===== config.mk =====
export PLATFORM = sky130hd
export DESIGN_NAME = srtf_tick_scheduler_unit
export DESIGN_NICKNAME = d
export VERILOG_FILES = /design/src/design/srtf_pkg.sv /design/src/design/srtf_cell.sv /design/src/design/srtf_tick_scheduler_unit.sv
export SDC_FILE = /design/constraint.sdc
export NUM_CORES = 2
export LEC_CHECK = 0
export BUFFER_PORTS_ARGS = -buffer_cell sky130_fd_sc_hd__buf_2
export CORE_MARGIN = 4
export CORE_UTILIZATION = 56
export CTS_BUF_LIST = sky130_fd_sc_hd__clkbuf_2
export DETAILED_ROUTE_END_ITERATION = 12
export PLACE_DENSITY = 0.72
export SYNTH_ARGS = -nofsm -noshare
export SYNTH_HDL_FRONTEND = slang
export SYNTH_HIERARCHICAL = 1
export SYNTH_SLANG_ARGS = --single-unit

===== constraint.sdc =====
create_clock -name clk -period 7.4 [get_ports clk]
set_clock_uncertainty 0.2 [all_clocks]
set_input_delay 0 -clock clk [delete_from_list [all_inputs] [get_ports clk]]
set_output_delay 0 -clock clk [all_outputs]
set_load 0.02 [all_outputs]

===== src/design/srtf_pkg.sv =====
// shared types and constants for the srtf tick scheduler
// no dependencies; imported by srtf_cell and srtf_tick_scheduler_unit
`default_nettype none

package srtf_pkg;

  // defaults for the top level parameters
  localparam int MAX_PROCS_DEF  = 16;
  localparam int TIME_WIDTH_DEF = 16;

  // widths fixed by the port list
  localparam int PORT_TIME_W  = 16;
  localparam int PORT_LABEL_W = 5;

  // input function codes
  localparam logic FUNC_LOAD = 1'b0;
  localparam logic FUNC_TICK = 1'b1;

  // sequencer states
  typedef enum logic [1:0] {
    ST_IDLE,
    ST_SCAN,
    ST_UPDATE
  } srtf_state_t;

  // per-cell strobes from the sequencer
  typedef struct packed {
    logic ld_en;
    logic upd_en;
  } srtf_cell_ctl_t;

endpackage

`default_nettype wire


===== src/design/srtf_cell.sv =====
// one process slot of the scheduler row plus one stage of the winner chain
// depends on srtf_pkg (cell control struct)
`default_nettype none

module srtf_cell #(
  parameter int TW    = 16,
  parameter int LBLW  = 5,
  parameter int LABEL = 1
) (
  input  logic                    clk,
  input  logic                    rst_n,
  input  srtf_pkg::srtf_cell_ctl_t ctl,
  input  logic [TW-1:0]           ld_arr,
  input  logic [TW-1:0]           ld_bur,
  input  logic [TW-1:0]           cur_time,
  input  logic                    tin_found,
  input  logic [TW-1:0]           tin_rem,
  input  logic [TW-1:0]           tin_arr,
  input  logic [TW-1:0]           tin_bur,
  input  logic [LBLW-1:0]         tin_lbl,
  input  logic [LBLW-1:0]         tin_cnt,
  output logic                    tout_found,
  output logic [TW-1:0]           tout_rem,
  output logic [TW-1:0]           tout_arr,
  output logic [TW-1:0]           tout_bur,
  output logic [LBLW-1:0]         tout_lbl,
  output logic [LBLW-1:0]         tout_cnt
);
  import srtf_pkg::*;

  logic            valid_r;
  logic            fin_r;
  logic [TW-1:0]   arr_r;
  logic [TW-1:0]   bur_r;
  logic [TW-1:0]   rem_r;

  logic            found_r;
  logic [TW-1:0]   t_rem_r;
  logic [TW-1:0]   t_arr_r;
  logic [TW-1:0]   t_bur_r;
  logic [LBLW-1:0] t_lbl_r;
  logic [LBLW-1:0] t_cnt_r;

  logic mine;
  logic elig;
  logic better;

  assign mine   = valid_r & ~fin_r;
  assign elig   = mine & (arr_r <= cur_time);
  // strictly better only, so ties keep the earlier label
  assign better = elig & (~tin_found | (rem_r < tin_rem) |
                          ((rem_r == tin_rem) & (arr_r < tin_arr)));

  // slot state
  always_ff @(posedge clk) begin
    if (!rst_n) begin
      valid_r <= 1'b0;
      fin_r   <= 1'b0;
    end else if (ctl.ld_en) begin
      valid_r <= 1'b1;
      fin_r   <= 1'b0;
    end else if (ctl.upd_en) begin
      if (rem_r == TW'(1)) begin
        fin_r <= 1'b1;
      end
    end
  end

  always_ff @(posedge clk) begin
    if (ctl.ld_en) begin
      arr_r <= ld_arr;
      bur_r <= ld_bur;
      rem_r <= ld_bur;
    end else if (ctl.upd_en) begin
      rem_r <= rem_r - TW'(1);
    end
  end

  // chain stage
  always_ff @(posedge clk) begin
    if (!rst_n) begin
      found_r <= 1'b0;
      t_cnt_r <= '0;
    end else begin
      found_r <= tin_found | elig;
      t_cnt_r <= tin_cnt + LBLW'(mine);
    end
  end

  always_ff @(posedge clk) begin
    if (better) begin
      t_rem_r <= rem_r;
      t_arr_r <= arr_r;
      t_bur_r <= bur_r;
      t_lbl_r <= LBLW'(LABEL);
    end else begin
      t_rem_r <= tin_rem;
      t_arr_r <= tin_arr;
      t_bur_r <= tin_bur;
      t_lbl_r <= tin_lbl;
    end
  end

  assign tout_found = found_r;
  assign tout_rem   = t_rem_r;
  assign tout_arr   = t_arr_r;
  assign tout_bur   = t_bur_r;
  assign tout_lbl   = t_lbl_r;
  assign tout_cnt   = t_cnt_r;

endmodule

`default_nettype wire


===== src/design/srtf_tick_scheduler_unit.sv =====
// top level of the shortest-remaining-time-first tick scheduler
// depends on srtf_pkg and srtf_cell
//
//   channel | direction | beat contents                                   | handshake
//   in_     | input     | func, arrival_time, burst_time                  | in_valid / in_stall
//   out_    | output    | slot_start, running_label, finished,
//           |           | completion_time, turnaround, waiting, all_done  | out_valid / out_stall
//
// a load beat gives no result
// a tick beat is taken in the idle state; the scan state then lets the winner token ripple
//   down the row of cells, and the update state updates the winner and registers the
//   result in the output register
// the update state waits while the output register is full and stalled
// rst_n is synchronous; it empties the table, clears time and drops out_valid
// the next input beat is taken while a result still waits at the output
`default_nettype none

module srtf_tick_scheduler_unit #(
  parameter int MAX_PROCS  = srtf_pkg::MAX_PROCS_DEF,
  parameter int TIME_WIDTH = srtf_pkg::TIME_WIDTH_DEF
) (
  input  logic                               clk,
  input  logic                               rst_n,
  input  logic                               in_valid,
  output logic                               in_stall,
  input  logic                               in_func,
  input  logic [srtf_pkg::PORT_TIME_W-1:0]   in_arrival_time,
  input  logic [srtf_pkg::PORT_TIME_W-1:0]   in_burst_time,
  output logic                               out_valid,
  input  logic                               out_stall,
  output logic [srtf_pkg::PORT_TIME_W-1:0]   out_slot_start,
  output logic [srtf_pkg::PORT_LABEL_W-1:0]  out_running_label,
  output logic                               out_finished,
  output logic [srtf_pkg::PORT_TIME_W-1:0]   out_completion_time,
  output logic [srtf_pkg::PORT_TIME_W-1:0]   out_turnaround,
  output logic [srtf_pkg::PORT_TIME_W-1:0]   out_waiting,
  output logic                               out_all_done
);
  import srtf_pkg::*;

  localparam int TW   = TIME_WIDTH;
  localparam int N    = MAX_PROCS;
  localparam int LBLW = $clog2(N + 1);          // labels 0..N and counts 0..N
  localparam int CW   = (N > 1) ? $clog2(N) : 1; // scan cycle counter
  localparam logic [31:0]   TMAX32 = 32'((64'd1 << TW) - 64'd1);
  localparam logic [TW-1:0] TMAX   = TMAX32[TW-1:0];

  // sequencer
  srtf_state_t     state_r, state_nxt;
  logic [CW-1:0]   scan_cnt_r, scan_cnt_nxt;
  logic [LBLW-1:0] loaded_cnt_r;
  logic [TW-1:0]   cur_time_r;
  logic            out_valid_r;

  logic in_fire;
  logic ld_fire;
  logic upd_fire;
  logic scan_last;

  // load data, saturated to the time range
  logic [31:0]   arr32, bur32;
  logic [TW-1:0] ld_arr, ld_bur;

  assign arr32  = 32'(in_arrival_time);
  assign bur32  = 32'(in_burst_time);
  assign ld_arr = (arr32 > TMAX32) ? TMAX : arr32[TW-1:0];
  assign ld_bur = (bur32 > TMAX32) ? TMAX : bur32[TW-1:0];

  assign in_fire   = in_valid & ~in_stall;
  // table full or zero burst drops the load silently
  assign ld_fire   = in_fire & (in_func == FUNC_LOAD) &
                     (loaded_cnt_r < LBLW'(N)) & (ld_bur != '0);
  assign scan_last = (scan_cnt_r == CW'(N - 1));

  // winner chain: entry 0 is an empty token, entry N is the tail
  logic            t_found [0:N];
  logic [TW-1:0]   t_rem   [0:N];
  logic [TW-1:0]   t_arr   [0:N];
  logic [TW-1:0]   t_bur   [0:N];
  logic [LBLW-1:0] t_lbl   [0:N];
  logic [LBLW-1:0] t_cnt   [0:N];

  assign t_found[0] = 1'b0;
  assign t_rem[0]   = '0;
  assign t_arr[0]   = '0;
  assign t_bur[0]   = '0;
  assign t_lbl[0]   = '0;
  assign t_cnt[0]   = '0;

  srtf_cell_ctl_t cell_ctl [0:N-1];

  for (genvar i = 0; i < N; i++) begin : g_cell
    // loads go to the next free slot, updates to the slot that won the scan
    assign cell_ctl[i].ld_en  = ld_fire & (loaded_cnt_r == LBLW'(i));
    assign cell_ctl[i].upd_en = upd_fire & t_found[N] & (t_lbl[N] == LBLW'(i + 1));

    srtf_cell #(
      .TW    (TW),
      .LBLW  (LBLW),
      .LABEL (i + 1)
    ) u_cell (
      .clk        (clk),
      .rst_n      (rst_n),
      .ctl        (cell_ctl[i]),
      .ld_arr     (ld_arr),
      .ld_bur     (ld_bur),
      .cur_time   (cur_time_r),
      .tin_found  (t_found[i]),
      .tin_rem    (t_rem[i]),
      .tin_arr    (t_arr[i]),
      .tin_bur    (t_bur[i]),
      .tin_lbl    (t_lbl[i]),
      .tin_cnt    (t_cnt[i]),
      .tout_found (t_found[i+1]),
      .tout_rem   (t_rem[i+1]),
      .tout_arr   (t_arr[i+1]),
      .tout_bur   (t_bur[i+1]),
      .tout_lbl   (t_lbl[i+1]),
      .tout_cnt   (t_cnt[i+1])
    );
  end

  // next state
  always_comb begin
    state_nxt    = state_r;
    scan_cnt_nxt = scan_cnt_r;
    unique case (state_r)
      ST_IDLE: begin
        scan_cnt_nxt = '0;
        if (in_fire && (in_func == FUNC_TICK)) begin
          state_nxt = ST_SCAN;
        end
      end
      ST_SCAN: begin
        scan_cnt_nxt = scan_cnt_r + CW'(1);
        if (scan_last) begin
          state_nxt = ST_UPDATE;
        end
      end
      ST_UPDATE: begin
        if (upd_fire) begin
          state_nxt = ST_IDLE;
        end
      end
      default: begin
        state_nxt = ST_IDLE;
      end
    endcase
  end

  // sequencer outputs
  always_comb begin
    in_stall = 1'b1;
    upd_fire = 1'b0;
    unique case (state_r)
      ST_IDLE:   in_stall = 1'b0;
      ST_SCAN:   in_stall = 1'b1;
      ST_UPDATE: upd_fire = ~(out_valid_r & out_stall);
      default:   in_stall = 1'b1;
    endcase
  end

  // slot results from the tail token
  logic            fin;
  logic [TW-1:0]   time_inc;
  logic [TW-1:0]   comp, tat, wait_t;
  logic [LBLW-1:0] left_cnt;
  logic [LBLW-1:0] label;
  logic            all_done;

  assign time_inc = (cur_time_r == TMAX) ? TMAX : cur_time_r + TW'(1);
  assign fin      = t_found[N] & (t_rem[N] == TW'(1));
  assign comp     = fin ? time_inc : '0;
  assign tat      = fin ? (time_inc - t_arr[N]) : '0;
  // saturated time can leave turnaround short of the burst
  assign wait_t   = (fin && (tat >= t_bur[N])) ? (tat - t_bur[N]) : '0;
  assign left_cnt = t_cnt[N] - LBLW'(fin);
  assign all_done = (left_cnt == '0);
  assign label    = t_found[N] ? t_lbl[N] : '0;

  logic [31:0] start32, comp32, tat32, wait32, label32;
  assign start32 = 32'(cur_time_r);
  assign comp32  = 32'(comp);
  assign tat32   = 32'(tat);
  assign wait32  = 32'(wait_t);
  assign label32 = 32'(label);

  // output register
  logic [PORT_TIME_W-1:0]  out_start_r, out_comp_r, out_tat_r, out_wait_r;
  logic [PORT_LABEL_W-1:0] out_label_r;
  logic                    out_fin_r, out_all_r;

  always_ff @(posedge clk) begin
    if (!rst_n) begin
      state_r      <= ST_IDLE;
      scan_cnt_r   <= '0;
      loaded_cnt_r <= '0;
      cur_time_r   <= '0;
      out_valid_r  <= 1'b0;
    end else begin
      state_r    <= state_nxt;
      scan_cnt_r <= scan_cnt_nxt;
      if (ld_fire) begin
        loaded_cnt_r <= loaded_cnt_r + LBLW'(1);
      end
      if (upd_fire) begin
        cur_time_r  <= time_inc;
        out_valid_r <= 1'b1;
      end else if (!out_stall) begin
        out_valid_r <= 1'b0;
      end
    end
  end

  always_ff @(posedge clk) begin
    if (upd_fire) begin
      out_start_r <= start32[PORT_TIME_W-1:0];
      out_label_r <= label32[PORT_LABEL_W-1:0];
      out_fin_r   <= fin;
      out_comp_r  <= comp32[PORT_TIME_W-1:0];
      out_tat_r   <= tat32[PORT_TIME_W-1:0];
      out_wait_r  <= wait32[PORT_TIME_W-1:0];
      out_all_r   <= all_done;
    end
  end

  assign out_valid           = out_valid_r;
  assign out_slot_start      = out_start_r;
  assign out_running_label   = out_label_r;
  assign out_finished        = out_fin_r;
  assign out_completion_time = out_comp_r;
  assign out_turnaround      = out_tat_r;
  assign out_waiting         = out_wait_r;
  assign out_all_done        = out_all_r;

  // checks
  a_out_from_update: assert property (@(posedge clk) disable iff (!rst_n)
    $rose(out_valid_r) |-> $past(state_r == ST_UPDATE))
    else $error("result appeared outside the update cycle");

  a_time_stable_scan: assert property (@(posedge clk) disable iff (!rst_n)
    (state_r == ST_SCAN) |=> $stable(cur_time_r) && $stable(loaded_cnt_r))
    else $error("time or table size moved during a scan");

  a_winner_in_table: assert property (@(posedge clk) disable iff (!rst_n)
    (state_r == ST_UPDATE && t_found[N]) |->
      (t_lbl[N] != '0 && t_lbl[N] <= loaded_cnt_r && t_cnt[N] != '0))
    else $error("winner label outside the loaded table");

  a_count_bound: assert property (@(posedge clk) disable iff (!rst_n)
    (state_r == ST_UPDATE) |-> (t_cnt[N] <= loaded_cnt_r && loaded_cnt_r <= LBLW'(N)))
    else $error("unfinished count exceeds loaded count");

endmodule

`default_nettype wire


==> flow_metrics.py <==
metrics = {
    "outcome": {
        "status": "finished clean",
    },
    "critical_path": {
        "crit_required_ns": 8.74,
        "critPathCaptureType": "flop",
        "cp_slowest_stage_delay_ns": 1.19,
        "crit_path_cell_trace": "dlygate4sd3_1 -> dlygate4sd3_1 -> buf_2 -> dlygate4sd3_1 -> nor4_1 -> nand4_1 -> dlygate4sd3_1 -> and2_1 -> dlygate4sd3_1 -> nand2_1 -> nor3_2 -> buf_4 -> buf_4 -> nand2_1 -> dlygate4sd3_1 -> o21ai_0 -> dlygate4sd3_1",
        "path_delay_family": "buffers and inverters",
        "worstSetupStartpointType": "input pin",
        "worstPathMaxFanout": 45,
        "cp_slowest_cell": "nor4_1",
        "arrival_ns": 7.48,
        "crit_cells": 17,
        "critPathKind": "input pin to flop",
        "critPathMostFrequentCell": "dlygate4sd3_1",
        "crit_buf_inv": 10,
        "rr_worst_depth": 21,
    },
    "placement": {
        "pre_cts_slack_ns": 1.63,
        "hpwl_um": 153000,
        "placed_cells": 9671,
        "placed_cell_area_sq_mm": 0.0919,
        "io_buffer_count": 109,
        "globalplace.congestion": 0.907,
    },
    "yosys": {
        "yosys_warnings": 6,
        "synth_edf_count": 839,
        "synth-seq-cells": 1843,
        "synth_area_sq_mm": 0.0889,
        "yosysSeqAreaShare": 0.509,
        "synth_top_cells_by_count": "dfxtp_1, ha_1, inv_1",
        "ys.flop_type": "dfxtp_1",
        "syn_inst": 7485,
        "yosys.area.top_type": "edfxtp_1",
        "synth.most_common_cell": "dfxtp_1",
        "async_reset_ff_frac": 0,
        "synthDistinctLibCells": 74,
        "synth_top_area_share": 0.283,
        "synth_area_per_cell_sq_um": 11.9,
        "synth_area_leaders": "edfxtp_1, dfxtp_1, ha_1",
    },
    "sta": {
        "slew_headroom": 0.0607,
        "finalCritPeriodShare": 0.830,
        "tns_ns": 0,
        "fmax_mhz": 163,
        "rsz0062_at_grt": "false",
        "holdWs_ns": 0.159,
        "finalHoldViolCount": 0,
        "worst_slew_pin_slew_ns": 1.40,
        "drv_slew": 0,
        "layout_setup_ws_ns": 1.26,
        "layout_min_cycle_time_ns": 6.14,
        "setup_viol": 0,
    },
    "floorplanning": {
        "die_x_um": 407,
        "die_area_sq_mm": 0.165,
        "die_h_um": 407,
        "start_util": 0.566,
        "rows": 145,
        "ioPinCount": 110,
        "core-area_sq_mm": 0.157,
    },
    "finish": {
        "final_design_area_no_fill_sq_mm": 0.0977,
        "drive_gt1_frac": 0.204,
        "stdcell_count": 10700,
        "regArea_sq_mm": 0.0453,
        "nNetsFinal": 9104,
        "area_growth_pct": 9.81,
        "multi_input_area_sq_mm": 0.0397,
        "fin_util": 0.622,
        "fill_cells": 12300,
    },
    "cts": {
        "cts-root-buf": "clkbuf_2",
        "htreeDepth": 5,
        "clock-sinks": 1843,
        "insertion_delay_ns": 1.82,
        "postCtsSetupBuffers": 0,
        "clock_path_buffers": 4,
        "cts.repair.resized": 0,
        "clkSlewWorstSetupHoldPaths_ns": 0.11,
        "numCtsBuffers": 458,
        "cts_tree": "done",
    },
    "power_and_ir_drop": {
        "report.power.total_mw": 19.2,
        "p_leak_nw": 41.1,
        "peakVddDrop_uv": 144,
        "p_per_area_mw_per_mm2": 196,
    },
    "run": {
        "drv_cap": 0,
    },
    "detailed_routing": {
        "wl_um": 222000,
        "viasPerCell": 5.52,
        "first_pass_iters": 6,
        "vias": 58800,
        "drtIter0Drc": 4119,
        "ant_nets": 0,
        "detail_route.wl_per_cell_um": 20.9,
        "drc": 0,
    },
    "global_route": {
        "grt_pass1_vias": 59300,
        "grt_pass1_wl_um": 336000,
        "met1_usage": 0.327,
        "met3_usage": 0.0470,
        "antenna_found_initial": 14,
        "grtUsageMet2": 0.444,
        "gr-total-overflow": 0,
        "track_usage": 0.265,
        "grt_busiest_layer": "met2",
        "grt_max_degree": 103,
    },
    "min_path": {
        "whs_path_depth": 1,
        "min-delay-path-class": "flop to flop",
    },
}
==> registers in the layout, indices dropped and copies added (netlist names), 4 cells and up <==
register / flops
cur_time_r: 16
g_cell.u_cell/arr_r: 256
g_cell.u_cell/bur_r: 256
g_cell.u_cell/fin_r: 16
g_cell.u_cell/rem_r: 256
g_cell.u_cell/tout_arr: 256
g_cell.u_cell/tout_bur: 256
g_cell.u_cell/tout_cnt: 80
g_cell.u_cell/tout_found: 16
g_cell.u_cell/tout_lbl: 80
g_cell.u_cell/tout_rem: 256
g_cell.u_cell/valid_r: 16
loaded_cnt_r: 5
out_completion_time: 16
out_running_label: 5
out_slot_start: 16
out_turnaround: 16
out_waiting: 16
scan_cnt_r: 4
==> worst reg2reg max path, delay by kind of cell, from the launching register on <==
| family | cells | cell delay [ns] |
|---|---|---|
| flip-flops | 1 | 0.32 |
| multiplexers | 1 | 0.39 |
| AO/OA/AOI/OAI | 8 | 2.08 |
| XOR/XNOR | 1 | 0.16 |
| buffers and inverters | 2 | 0.47 |
| adder cells (fa/ha/maj) | 2 | 0.60 |
| AND/OR/NAND/NOR | 7 | 1.38 |
==> area by class of cell <==
type                       count  share of cell area
antenna                       10            0.000256
timing repair buffer         333              0.0280
clock inverter               145             0.00719
multi-input combinational   4719               0.406
sequential                  1843               0.464
clock buffer                 691              0.0354
inverter                     855              0.0329
tap                         2058              0.0264
==> repair_timing <==
| item | 4_1_cts | 5_1_grt |
|---|---|---|
| hold endpoints to repair | 1759 | 0 |
| hold buffers | 137 | 0 |
| endpoints found under the setup margin | 0 | 0 |
==> worst paths after layout <==
path	slack, ns	from	endpoint
max	1.26	in_burst_time[11]	g_cell[0].u_cell/rem_r[10]
max reg2reg	1.61	cur_time_r[10]	out_waiting[14]
min	0.16	g_cell[1].u_cell/tout_bur[8]	g_cell[2].u_cell/tout_bur[8]
min reg2reg	0.16	g_cell[1].u_cell/tout_bur[8]	g_cell[2].u_cell/tout_bur[8]
==> cells by family after synthesis <==
group,after synthesis,synth area share
buffers and inverters,1017,0.0499
adders and majority gates,857,0.121
xor gates and xnor gates,280,0.0277
and+or+nand+nor,1704,0.0967
other,1,0.0000422
AOI/OAI and AO/OA,1011,0.0711
muxes,772,0.125
DFF,1843,0.509
==> report_power, final <==
part / leakage (nW) / internal (mW) / total (mW) / switching, mW
combinational: 21.7 / 0.660 / 1.30 / 0.638
sequential: 16.2 / 11.0 / 11.2 / 0.215
clock: 3.22 / 2.64 / 6.69 / 4.06
==> cell usage in the layout (no fill, tap or decap), types with 18 or more instances in the layout <==
| master | count |
|---|---|
| a21o_1 | 38 |
| o21a_1 | 21 |
| dfxtp_1 | 1004 |
| nor2b_1 | 119 |
| nand4_1 | 102 |
| nor2_1 | 278 |
| nor4_1 | 86 |
| mux2_2 | 48 |
| nand2_1 | 525 |
| o21ai_0 | 334 |
| edfxtp_1 | 839 |
| clkinv_1 | 109 |
| clkbuf_2 | 691 |
| nand3_1 | 126 |
| mux2_1 | 65 |
| mux2_4 | 640 |
| o211ai_1 | 34 |
| clkinv_2 | 26 |
| a211oi_1 | 34 |
| xnor2_1 | 217 |
| or4_1 | 18 |
| nand2b_1 | 30 |
| and4_1 | 18 |
| dlygate4sd3_1 | 127 |
| buf_4 | 87 |
| conb_1 | 95 |
| mux2i_1 | 18 |
| or2_2 | 49 |
| and3_1 | 21 |
| nor3b_1 | 35 |
| xor2_1 | 62 |
| ha_1 | 855 |
| nor3_1 | 138 |
| o31a_1 | 35 |
| inv_1 | 854 |
| a31oi_1 | 22 |
| and2_1 | 95 |
| a21oi_1 | 311 |
| buf_2 | 108 |
| a21boi_0 | 54 |
==> metal layers <==
metal | wire length (um) | vias up
met4 | 11300 | 6
met1 | 91500 | 28200
met2 | 105000 | 1948
li1 | - | 28100
met3 | 13900 | 605
met5 | 43 | -
No activity file was read; power rests on OpenSTA's default activity.
